$ cat src/rtl/core/octal_counter_display_controller_defines.svh
// Assertion macros for the octal counter display controller.
// Used by the top level only; no other dependencies.
`ifndef OCTAL_COUNTER_DISPLAY_CONTROLLER_DEFINES_SVH
`define OCTAL_COUNTER_DISPLAY_CONTROLLER_DEFINES_SVH

// same-cycle implication, disabled during reset
`define OCDC_ASSERT_IMPLY(label, clk, rst, ante, cons, msg) \
   label: assert property (@(posedge clk) disable iff (rst) (ante) |-> (cons)) \
      else $error(msg);

// next-cycle implication, disabled during reset
`define OCDC_ASSERT_NEXT(label, clk, rst, ante, cons, msg) \
   label: assert property (@(posedge clk) disable iff (rst) (ante) |=> (cons)) \
      else $error(msg);

`endif

$ cat src/rtl/core/ocdc_pkg.sv
// Shared types, switch codes and segment table for the octal counter display controller.
// No dependencies.
package ocdc_pkg;

   localparam int DIGITS_DEFAULT = 4;

   localparam logic [2:0] DIGIT_MAX = 3'd7;

   localparam logic [7:0] SW_STOP        = 8'h00;
   localparam logic [7:0] SW_SELECT      = 8'h80;
   localparam logic [7:0] SW_SELECT_LAST = 8'h83;
   localparam logic [7:0] SW_FILL        = 8'h88;
   localparam logic [7:0] SW_SET_FIRST   = 8'h90;
   localparam logic [7:0] SW_SET_LAST    = 8'h93;
   localparam logic [7:0] SW_VALUE_LAST  = 8'h97;
   localparam logic [7:0] SW_UP          = 8'hC0;
   localparam logic [7:0] SW_DOWN        = 8'hE0;

   localparam logic       CMD_TICK  = 1'b0;
   localparam logic       CMD_WRITE = 1'b1;

   localparam logic [6:0] SEG_BLANK = 7'h00;

   typedef enum logic [6:0] {
      MODE_NONE   = 7'b0000001,
      MODE_STOP   = 7'b0000010,
      MODE_SELECT = 7'b0000100,
      MODE_SET    = 7'b0001000,
      MODE_UP     = 7'b0010000,
      MODE_DOWN   = 7'b0100000,
      MODE_FILL   = 7'b1000000
   } mode_type;

   typedef struct packed {
      logic       cmd;
      logic [7:0] switch_value;
   } req_type;

   typedef struct packed {
      logic [6:0] left_segments;
      logic [6:0] right_segments;
      logic [7:0] switch_readback;
   } rsp_type;

   typedef struct packed {
      mode_type   mode;
      logic       blink_phase;
      logic [1:0] blink_steps;
      logic       first_start;
      logic [1:0] selected_digit;
      logic [7:0] switch_byte;
      logic [6:0] left_pattern;
      logic [6:0] right_pattern;
   } ctrl_type;

   function automatic logic [6:0] seg_of(input logic [2:0] value);
      logic [6:0] seg;
      unique case (value)
         3'd0: seg = 7'h3F;
         3'd1: seg = 7'h06;
         3'd2: seg = 7'h5B;
         3'd3: seg = 7'h4F;
         3'd4: seg = 7'h66;
         3'd5: seg = 7'h6D;
         3'd6: seg = 7'h7D;
         default: seg = 7'h07;
      endcase
      return seg;
   endfunction

endpackage

$ cat src/rtl/core/octal_counter_display_controller.sv
// Four-digit octal counter with switch-byte control and two seven-segment displays.
// Depends on ocdc_pkg, ocdc_step and octal_counter_display_controller_defines.svh.
//
// Usage:
//   req channel: one request carries cmd and switch_value. cmd write stores the
//   switch byte; cmd tick decodes the switch byte into a mode and runs it.
//   rsp channel: exactly one response per request, in order, with both display
//   patterns and the switch byte as they stand after that request.
// Order: a request is registered in the input register on acceptance; its response is
//   registered in the response register when the request advances, which waits while a response is held.
// Throughput: one request per cycle while rsp_ready keeps up; the state loop closes through the single
//   update stage between the input register and the response register.
// Reset: digits, selection and switch byte clear, blink phase sets, displays
//   blank; both pipeline slots are emptied.
// Stall: while rsp_ready is low a waiting response holds, one more request
//   may sit in the input register, and req_ready drops after that.
`include "octal_counter_display_controller_defines.svh"

module octal_counter_display_controller #(
   parameter int NumDigits = ocdc_pkg::DIGITS_DEFAULT
) (
   input  logic              clock,
   input  logic              reset,
   input  logic              req_valid,
   output logic              req_ready,
   input  ocdc_pkg::req_type req_data,
   output logic              rsp_valid,
   input  logic              rsp_ready,
   output ocdc_pkg::rsp_type rsp_data
);
   import ocdc_pkg::*;

   logic                      in_valid_ff;
   logic                      in_valid_in;
   req_type                   in_ff;
   logic                      rsp_valid_ff;
   logic                      rsp_valid_in;
   rsp_type                   rsp_ff;
   ctrl_type                  ctrl_ff;
   ctrl_type                  ctrl_in;
   logic [NumDigits-1:0][2:0] digits_ff;
   logic [NumDigits-1:0][2:0] digits_in;
   logic                      advance;
   logic                      req_accept;

   ocdc_step #(
      .NumDigits (NumDigits)
   ) u_step (
      .req         (in_ff),
      .ctrl        (ctrl_ff),
      .digits      (digits_ff),
      .ctrl_next   (ctrl_in),
      .digits_next (digits_in)
   );

   assign advance      = in_valid_ff && (!rsp_valid_ff || rsp_ready);
   assign req_ready    = !in_valid_ff || advance;
   assign req_accept   = req_valid && req_ready;
   assign in_valid_in  = req_accept || (in_valid_ff && !advance);
   assign rsp_valid_in = advance || (rsp_valid_ff && !rsp_ready);
   assign rsp_valid    = rsp_valid_ff;
   assign rsp_data     = rsp_ff;

   always_ff @(posedge clock) begin
      if (reset) begin
         in_valid_ff  <= 1'b0;
         rsp_valid_ff <= 1'b0;
         digits_ff    <= '0;
         ctrl_ff      <= '{mode:           MODE_NONE,
                           blink_phase:    1'b1,
                           blink_steps:    2'd0,
                           first_start:    1'b0,
                           selected_digit: 2'd0,
                           switch_byte:    8'h00,
                           left_pattern:   SEG_BLANK,
                           right_pattern:  SEG_BLANK};
      end else begin
         in_valid_ff  <= in_valid_in;
         rsp_valid_ff <= rsp_valid_in;
         if (advance) begin
            ctrl_ff   <= ctrl_in;
            digits_ff <= digits_in;
         end
      end
   end

   always_ff @(posedge clock) begin
      if (req_accept) begin
         in_ff <= req_data;
      end
      if (advance) begin
         rsp_ff <= '{left_segments:   ctrl_in.left_pattern,
                     right_segments:  ctrl_in.right_pattern,
                     switch_readback: ctrl_in.switch_byte};
      end
   end

   `OCDC_ASSERT_IMPLY(a_steps_below_three, clock, reset, 1'b1,
      ctrl_ff.blink_steps != 2'd3, "blink step count reached three")
   `OCDC_ASSERT_IMPLY(a_selected_in_range, clock, reset, 1'b1,
      int'(ctrl_ff.selected_digit) < NumDigits, "selected digit out of range")
   `OCDC_ASSERT_NEXT(a_rsp_loaded, clock, reset, advance, rsp_valid_ff,
      "advanced request gave no response")
   `OCDC_ASSERT_NEXT(a_rsp_matches_state, clock, reset, advance,
      rsp_ff.switch_readback == ctrl_ff.switch_byte && rsp_ff.left_segments == ctrl_ff.left_pattern,
      "response disagrees with state")

endmodule

$ cat src/rtl/core/ocdc_step.sv
// Next-state logic for one request: switch write or tick with mode decode and action.
// Depends on ocdc_pkg.
module ocdc_step #(
   parameter int NumDigits = ocdc_pkg::DIGITS_DEFAULT
) (
   input  ocdc_pkg::req_type             req,
   input  ocdc_pkg::ctrl_type            ctrl,
   input  logic [NumDigits-1:0][2:0]     digits,
   output ocdc_pkg::ctrl_type            ctrl_next,
   output logic [NumDigits-1:0][2:0]     digits_next
);
   import ocdc_pkg::*;

   always_comb begin
      ctrl_type                  c;
      logic [NumDigits-1:0][2:0] d;
      logic [7:0]                s;
      logic                      carry;
      logic                      wrap;
      logic                      found;
      logic                      up;
      logic [2:0]                sel_value;
      logic [1:0]                steps;

      c         = ctrl;
      d         = digits;
      s         = ctrl.switch_byte;
      carry     = 1'b1;
      wrap      = 1'b0;
      found     = 1'b0;
      up        = 1'b0;
      sel_value = 3'd0;
      steps     = 2'd0;

      if (req.cmd == CMD_WRITE) begin
         c.switch_byte = req.switch_value;
      end else begin
         // decode the switch byte
         unique case (s) inside
            SW_STOP: c.mode = MODE_STOP;
            SW_SELECT: begin
               if (!ctrl.first_start) begin
                  c.left_pattern  = seg_of(3'd0);
                  c.right_pattern = seg_of(3'd0);
                  c.first_start   = 1'b1;
                  d               = '0;
               end
               c.mode = MODE_SELECT;
            end
            [SW_SET_FIRST:SW_SET_LAST]: c.mode = MODE_SET;
            SW_UP:   c.mode = MODE_UP;
            SW_DOWN: c.mode = MODE_DOWN;
            SW_FILL: c.mode = MODE_FILL;
            default: c.mode = ctrl.mode;
         endcase

         unique case (c.mode)
            MODE_SELECT: begin
               if (s >= SW_SELECT && s <= SW_SELECT_LAST && int'(s[1:0]) < NumDigits) begin
                  c.selected_digit = s[1:0];
               end
               if (!ctrl.blink_phase) begin
                  c.left_pattern = SEG_BLANK;
                  c.blink_phase  = 1'b1;
               end else begin
                  c.left_pattern = seg_of({1'b0, c.selected_digit});
                  c.blink_phase  = 1'b0;
               end
            end
            MODE_SET: begin
               for (int j = 0; j < NumDigits; j++) begin
                  if (j == int'(c.selected_digit)) begin
                     if (s >= SW_SET_FIRST && s <= SW_VALUE_LAST) begin
                        d[j] = s[2:0];
                     end
                     sel_value = d[j];
                  end
               end
               c.left_pattern = seg_of({1'b0, c.selected_digit});
               if (!ctrl.blink_phase) begin
                  c.right_pattern = SEG_BLANK;
                  c.blink_phase   = 1'b1;
               end else begin
                  c.right_pattern = seg_of(sel_value);
                  c.blink_phase   = 1'b0;
               end
            end
            MODE_UP, MODE_DOWN: begin
               up = (c.mode == MODE_UP);
               // advance with ripple carry or borrow from the least significant digit
               for (int j = NumDigits - 1; j >= 0; j--) begin
                  if (up) begin
                     if (carry) begin
                        carry = (d[j] == DIGIT_MAX);
                        d[j]  = d[j] + 3'd1;
                     end
                  end else begin
                     if (carry) begin
                        carry = (d[j] == 3'd0);
                        d[j]  = d[j] - 3'd1;
                     end
                  end
               end
               wrap = carry;
               if (wrap) begin
                  d = digits;
                  if (ctrl.blink_phase) begin
                     c.left_pattern  = SEG_BLANK;
                     c.right_pattern = SEG_BLANK;
                     c.blink_phase   = 1'b0;
                  end else begin
                     c.left_pattern  = seg_of(3'd0);
                     c.right_pattern = seg_of(DIGIT_MAX);
                     c.blink_phase   = 1'b1;
                  end
                  steps = ctrl.blink_steps + 2'd1;
                  if (steps == 2'd3) begin
                     c.blink_steps = 2'd0;
                     c.switch_byte = SW_SELECT;
                     c.mode        = MODE_STOP;
                     c.first_start = 1'b0;
                  end else begin
                     c.blink_steps = steps;
                  end
               end
               // refresh from the most significant digit that still moves
               for (int j = 0; j < NumDigits; j++) begin
                  if (!found && (up ? (d[j] != 3'd0) : (d[j] != DIGIT_MAX))) begin
                     found           = 1'b1;
                     c.left_pattern  = seg_of(3'(j));
                     c.right_pattern = seg_of(d[j]);
                  end
               end
            end
            MODE_FILL: begin
               for (int j = 0; j < NumDigits; j++) begin
                  d[j] = DIGIT_MAX;
               end
            end
            default: begin
               c.mode = c.mode;
            end
         endcase
      end

      ctrl_next   = c;
      digits_next = d;
   end

endmodule

$ cat config.mk
export PLATFORM = sky130hd
export DESIGN_NAME = octal_counter_display_controller
export DESIGN_NICKNAME = d
export VERILOG_FILES = /design/src/rtl/core/ocdc_pkg.sv /design/src/rtl/core/octal_counter_display_controller.sv /design/src/rtl/core/ocdc_step.sv
export VERILOG_INCLUDE_DIRS = /design/src /design/src/rtl/core
export SDC_FILE = /design/constraint.sdc
export NUM_CORES = 1
export LEC_CHECK = 0
export ABC_AREA = 1
export BUFFER_PORTS_ARGS = -buffer_cell sky130_fd_sc_hd__buf_2
export CAP_MARGIN = 40
export CORE_UTILIZATION = 50
export DETAILED_ROUTE_END_ITERATION = 8
export PLACE_DENSITY = 0.77
export REMOVE_ABC_BUFFERS = 1
export SLEW_MARGIN = 25
export SYNTH_ARGS = -nofsm -noshare
export SYNTH_HDL_FRONTEND = slang
export SYNTH_SLANG_ARGS = --single-unit
$ cat constraint.sdc
create_clock -name clock -period 4.1 [get_ports clock]
set_input_delay 0.615 -clock clock [delete_from_list [all_inputs] [get_ports clock]]
set_output_delay 0.615 -clock clock [all_outputs]
set_load 0.1 [all_outputs]
# == Yosys cells after proc, flatten, opt, wreduce, memory -nomap -nowiden ==
# Index checks and enable logic that the tools add are counted.
# W data, S select, Z words.
# classes
add_sub_neg,9
mul,0
n_div,0
order_cmp,5
eq_ne,58
shifts,0
muxes,99
bitwise_logic,1
reduce_logical,45
# ops
operator,count
$pmux W7 S7,5
$mux W14,7
$mux W12,6
$mux W3,24
$eq A3 B3 Y1 const B,19
$pmux W7 S4,2
$pmux W7 S6,1
$pmux W12 S3,1
$mux W1,35
$mux W7,5
$eq A8 B8 Y1 const B,4
$eq A3 B2 Y1 const B,10
$logic_not A3 Y1,9
$le A8 B8 Y1 const B,3
$mux W8,3
$mux W22,1
$pmux W7 S3,1
$ge A8 B8 Y1 const B,2
$eq A3 B1 Y1 const B,5
$pmux W7 S2,1
$mux W13,1
$add A3 B1 Y3 const B,4
$ne A3 B3 Y1 const B,4
$reduce_bool A3 Y1,4
26 further kinds,60
# totals
ff_bits,80
latch_bits,0
ram_bits,0
rom_bits,0
in_bits,13
out_inout_bits,24
elab_cells,236
mem_count,0

# == Longest topological paths before layout ==
# depth
word_depth,43
depth_mapped,33
depth_no_buf,32

# == Cells and area by module ==
# From an unflattened synthesis, not the netlist that was laid out.
# hier_totals
hier_cells,1085
hier_area_um2,6882.9
# by_module_without_submodules
mod,instances,cells_each,area_per_inst_um2,seq_area_each_um2
ocdc_step,1,736,3766.1,0.0
octal_counter_display_controller,1,349,3116.7,1911.8

# == Worst setup path before layout ==
# OpenSTA, ideal clock, no wires.
# synth_path
path_type,register to register
from,register ctrl_ff[21] (netlist name)
to,"register rsp_ff, in the netlist rsp_data[16] (data pin)"
setup_time_ps,270
arrival_ps,3314
required_ps,3830
slack_ps,516
path_stages_with_launch,27
path_cell_list,dfxtp_1 > inv_2 > nor2_4 > nand2_2 > nor2_4 > inv_2 > nor2_4 > inv_1 > nand2_1 > inv_1 > ha_1 > ha_1 > nand3b_1 > nand2_4 > clkinv_4 > nand3_4 > buf_12 > nor2_1 > a21oi_2 > nand4_2 > nand2_4 > buf_6 > nand3_2 > nor2_1 > o21ai_1 > nor3_2 > o21ai_0
# synth_rtl
item,line,source
"start, declared",octal_counter_display_controller.sv:39,ctrl_type ctrl_ff;
"start signal, assigned",octal_counter_display_controller.sv:69,"ctrl_ff <= '{mode: MODE_NONE,"
"start signal, assigned",octal_counter_display_controller.sv:81,ctrl_ff <= ctrl_in;
"end signal, assigned",octal_counter_display_controller.sv:92,"rsp_ff <= '{left_segments: ctrl_in.left_pattern,"
"end, declared",octal_counter_display_controller.sv:38,rsp_type rsp_ff;

==> results <==
- The critical path is of the reg -> reg type.
- The placement-stage cell area is 0.00681 mm2.
- The routed layout has 6527 vias.
- Max-cap violations in this run came to 0.
- The library cell used most frequently in the layout, excluding fill and tap cells, is sky130_fd_sc_hd__nand2_1.
- The mean post-synth cell area is 6.77 um2.
- The count of input and output buffers is 36.
- From bottom edge to top edge, the die measures 114 um.
- The clock transition at the registers of the reported paths is 0.07 ns.
- The synthesized netlist occupies a cell area of 0.00627 mm2.
- The routed wirelength normalized by instance count is 15.3 um.
- The proportion of layout cells with a drive suffix above 1 is 20.7%.
- The overall routing resource usage is 28.3%.
- The leakage power of the design is 3.38 nW.
- The transition at the pin with the smallest max-transition slack is 0.569 ns.
- The worst-case clock skew is 0.00910 ns.
- The HPWL after detailed placement is 12900 um.
- Pin placement for this block handled 37 I/O pins.
- The core region is 0.0121 mm2.
- The Yosys step of the flow raised 0 warnings.
- The initial utilization of the core area, before any placement, comes to 51.7%.
- The first-pass iteration count of the detailed router is 5.
- Buffers inserted to repair hold after CTS numbered 0.
- The area growth from synthesis to final layout is 17.1%.
- The number of max-slew violations in the final report is 0.
- The number of nets in the final layout is 1024.
- In this run the power density over the cells is 303 mW/mm2.
- The count of standard-cell rows is 40.
- The finished layout holds 1171 standard cells, fillers aside.
- Synthesis produced a netlist whose cell count is 926.
- Summing the sequential cell areas from Yosys gives 30.5% of the chip area.
- The repair_antennas step left the layout with diodes totalling 0.
- The global-route wire length before repair is 28800 um.
- The worst voltage drop across the vdd grid is 0.000362 V.
- TritonCTS built the clock tree.
- Summed over all instances, the cell type with the most area after synthesis is sky130_fd_sc_hd__dfxtp_1.
- The number of H-tree levels is 3.
- The worst-case setup slack after placement is -0.0175 ns.
- The detail route stage leaves a number of antenna-violating nets equal to 0.
- The share of async-settable or async-resettable flops after synthesis is 0%.
- At the end of routability-driven placement, the weighted congestion stood at 0.965.
- In this run, synthesis produced a sequential element count of 80.
- The routed via count divided by cell count is 5.57.
- Across all hold checks on the routed design, the worst slack comes to 0.436 ns.
- The classification of the worst-slack hold path is in -> reg.
- The root buffer cell is sky130_fd_sc_hd__clkbuf_16.
- The utilization of the core after routing is 60.6%.
- The area share of the largest cell type after synthesis is 15.7%.
- The number of clock buffers inserted by TritonCTS is 9.
- The number of different library cells used by synthesis comes to 52.
- The placed cell count is 1135.
- Data on the critical path is required at its endpoint by 4.18 ns.
- The final setup TNS is 0 ns.
- The power consumption is 2.22 mW.
- After layout, the worst setup slack is 0.271 ns.
- The DRC violation total after the first TritonRoute iteration is 708.
- The final count of hold timing violations was 0.
- Setup violations remaining at the end of the flow were counted as 0.
- The flow ran to the end, and the final reports show no timing, DRC or antenna violations.
- STA classifies the critical path startpoint as a register.
- The number of sinks on the clock net is 80.
- The number of buffers on the longest clock path is 2.
- In the routed design, unresolved DRC markers number 0.
- The total overflow reported by the global router is 0.
- After synthesis, the cell types taking the most area are sky130_fd_sc_hd__dfxtp_1 (16%), sky130_fd_sc_hd__edfxtp_1 (15%), sky130_fd_sc_hd__nand2_1 (13%).
- The relative slew slack is 61.9%.
- The library cells used most frequently in the layout, excluding fill and tap cells, are sky130_fd_sc_hd__nand2_1 (219), sky130_fd_sc_hd__inv_1 (107), sky130_fd_sc_hd__nand3_1 (82).
- The upper clock frequency limit is 261 MHz.
- The die footprint is 0.0130 mm2.
- The number of global-route vias before repair is 5893.
- The number of flops mapped to enable cells by yosys is 31.
- The fraction of the cycle the final worst path needs is 93.4%.
- The post-route cell area is 0.00734 mm2.
- The routed design has 18000 um of wire.
- The maximum fanout count along the critical path is 9.
- The most used flip-flop cell after synthesis is sky130_fd_sc_hd__dfxtp_1.
- The width of the chip is 114 um.
- The number of antenna violations at the first check in global routing is 0.
- At the later pin of the worst-skew pair, clock insertion delay measures 0.36 ns.
- At the worst endpoint, the arrival time is 3.91 ns.
- The maximum number of pins on one net before global-route repair is 45.
- The time the final worst path needs with I/O delays and setup is 3.83 ns.
- STA classifies the critical path endpoint as a register.
cell usage after synthesis (2+ instances only):
master,n
sky130_fd_sc_hd__nand3_2,7
sky130_fd_sc_hd__buf_4,2
sky130_fd_sc_hd__nand2_2,20
sky130_fd_sc_hd__nor3_1,9
sky130_fd_sc_hd__o31ai_1,10
sky130_fd_sc_hd__nand3_4,3
sky130_fd_sc_hd__buf_1,2
sky130_fd_sc_hd__clkinv_2,2
sky130_fd_sc_hd__dfxtp_1,49
sky130_fd_sc_hd__nor4_1,2
sky130_fd_sc_hd__nor3_2,2
sky130_fd_sc_hd__nand2_1,221
sky130_fd_sc_hd__o21a_1,2
sky130_fd_sc_hd__o21ai_1,20
sky130_fd_sc_hd__a211oi_1,6
sky130_fd_sc_hd__nand2_4,9
sky130_fd_sc_hd__o21ai_0,61
sky130_fd_sc_hd__o21ai_2,2
sky130_fd_sc_hd__nand3_1,83
sky130_fd_sc_hd__clkbuf_1,23
sky130_fd_sc_hd__inv_2,10
sky130_fd_sc_hd__xnor2_1,2
sky130_fd_sc_hd__ha_1,12
sky130_fd_sc_hd__clkinv_1,4
sky130_fd_sc_hd__nand3b_1,3
sky130_fd_sc_hd__o211ai_1,27
sky130_fd_sc_hd__a21oi_1,64
sky130_fd_sc_hd__edfxtp_1,31
sky130_fd_sc_hd__a22oi_1,7
sky130_fd_sc_hd__nor2_2,7
sky130_fd_sc_hd__buf_6,3
sky130_fd_sc_hd__or2_2,3
sky130_fd_sc_hd__nor2_4,11
sky130_fd_sc_hd__inv_1,109
sky130_fd_sc_hd__nor2_1,60
sky130_fd_sc_hd__xor2_1,3
sky130_fd_sc_hd__buf_2,5
sky130_fd_sc_hd__nand4_1,16
sequential cells by signal, summed over array words and instances, names as in the netlist:
register / cells
ctrl_ff: 35
rsp_data: 22
digits_ff: 12
in_ff: 9
in_valid_ff: 1
rsp_valid: 1
worst max-delay path, stage by stage, from the launching register on:
cell,delay [ns]
sky130_fd_sc_hd__dfxtp_1,0.38
sky130_fd_sc_hd__nor2_2,0.06
sky130_fd_sc_hd__nand2_2,0.12
sky130_fd_sc_hd__nor2_2,0.08
sky130_fd_sc_hd__nor2_4,0.18
sky130_fd_sc_hd__nand3_1,0.14
sky130_fd_sc_hd__o21ai_4,0.20
sky130_fd_sc_hd__nor2_4,0.09
sky130_fd_sc_hd__nand2_4,0.13
sky130_fd_sc_hd__clkinv_2,0.12
sky130_fd_sc_hd__fa_1,0.44
sky130_fd_sc_hd__xor2_1,0.18
sky130_fd_sc_hd__xnor2_1,0.18
sky130_fd_sc_hd__inv_1,0.06
sky130_fd_sc_hd__nand2_1,0.10
sky130_fd_sc_hd__o21ai_4,0.07
sky130_fd_sc_hd__inv_2,0.09
sky130_fd_sc_hd__nand3_2,0.10
sky130_fd_sc_hd__nand2_1,0.11
sky130_fd_sc_hd__nand2_2,0.09
sky130_fd_sc_hd__nand4_4,0.12
sky130_fd_sc_hd__buf_4,0.15
sky130_fd_sc_hd__nand3_1,0.06
sky130_fd_sc_hd__o21ai_1,0.21
sky130_fd_sc_hd__a22oi_1,0.10
layout make-up:
| cell class | instances | area (um2) |
|---|---|---|
| Timing Repair Buffer | 94 | 677 |
| Sequential cell | 80 | 1920 |
| Inverter | 126 | 480 |
| Tap cell | 168 | 210 |
| Fill cell | 1111 | 4780 |
| Clock buffer | 10 | 239 |
| Multi-Input combinational cell | 687 | 3770 |
| Clock inverter | 6 | 45.0 |
final timing paths:
path	startpoint	to	slack [ns]	cells past startpoint
worst max-delay path	ctrl_ff[15]$_SDFFE_PP0P_	rsp_data[12]$_DFFE_PP_	0.27	24
worst min-delay path	req_data[4]	in_ff[4]$_DFFE_PP_	0.44	1
worst max register to register	ctrl_ff[15]$_SDFFE_PP0P_	rsp_data[12]$_DFFE_PP_	0.27	24
worst min register to register	ctrl_ff[32]$_SDFFE_PP0P_	ctrl_ff[32]$_SDFFE_PP0P_	0.47	2
metal layers:
metal	up-vias	wire, um	GRT usage [%]
li1	3255	-	-
met1	2919	7730	37.4
met2	311	8160	44.6
met3	42	1500	5.95
met4	0	574	12.4
met5	-	0	0
logic make-up (layout without fill, tap and decap cells):
kind of cell	Yosys count	count (layout)	synth area share [%]
compound gates	206	206	19.2
fa+ha+maj	13	13	2.72
simple gates	460	463	36.2
xor+xnor	5	5	0.699
buf+inv	162	236	10.7
flops	80	80	30.5
power breakdown:
group	internal [mW]	switching (mW)	total (mW)
sequential	0.867	0.0201	0.887
clock	0.435	0.365	0.800
combinational	0.157	0.379	0.535
total	1.46	0.764	2.22
timing repair:
action,CTS,global route
setup endpoints to repair,3,28
resized for setup,1,22
setup buffers,0,16
gates cloned,0,3
hold endpoints to repair,0,0
pin swaps,0,6
No activity file was read; power rests on OpenSTA's default activity.
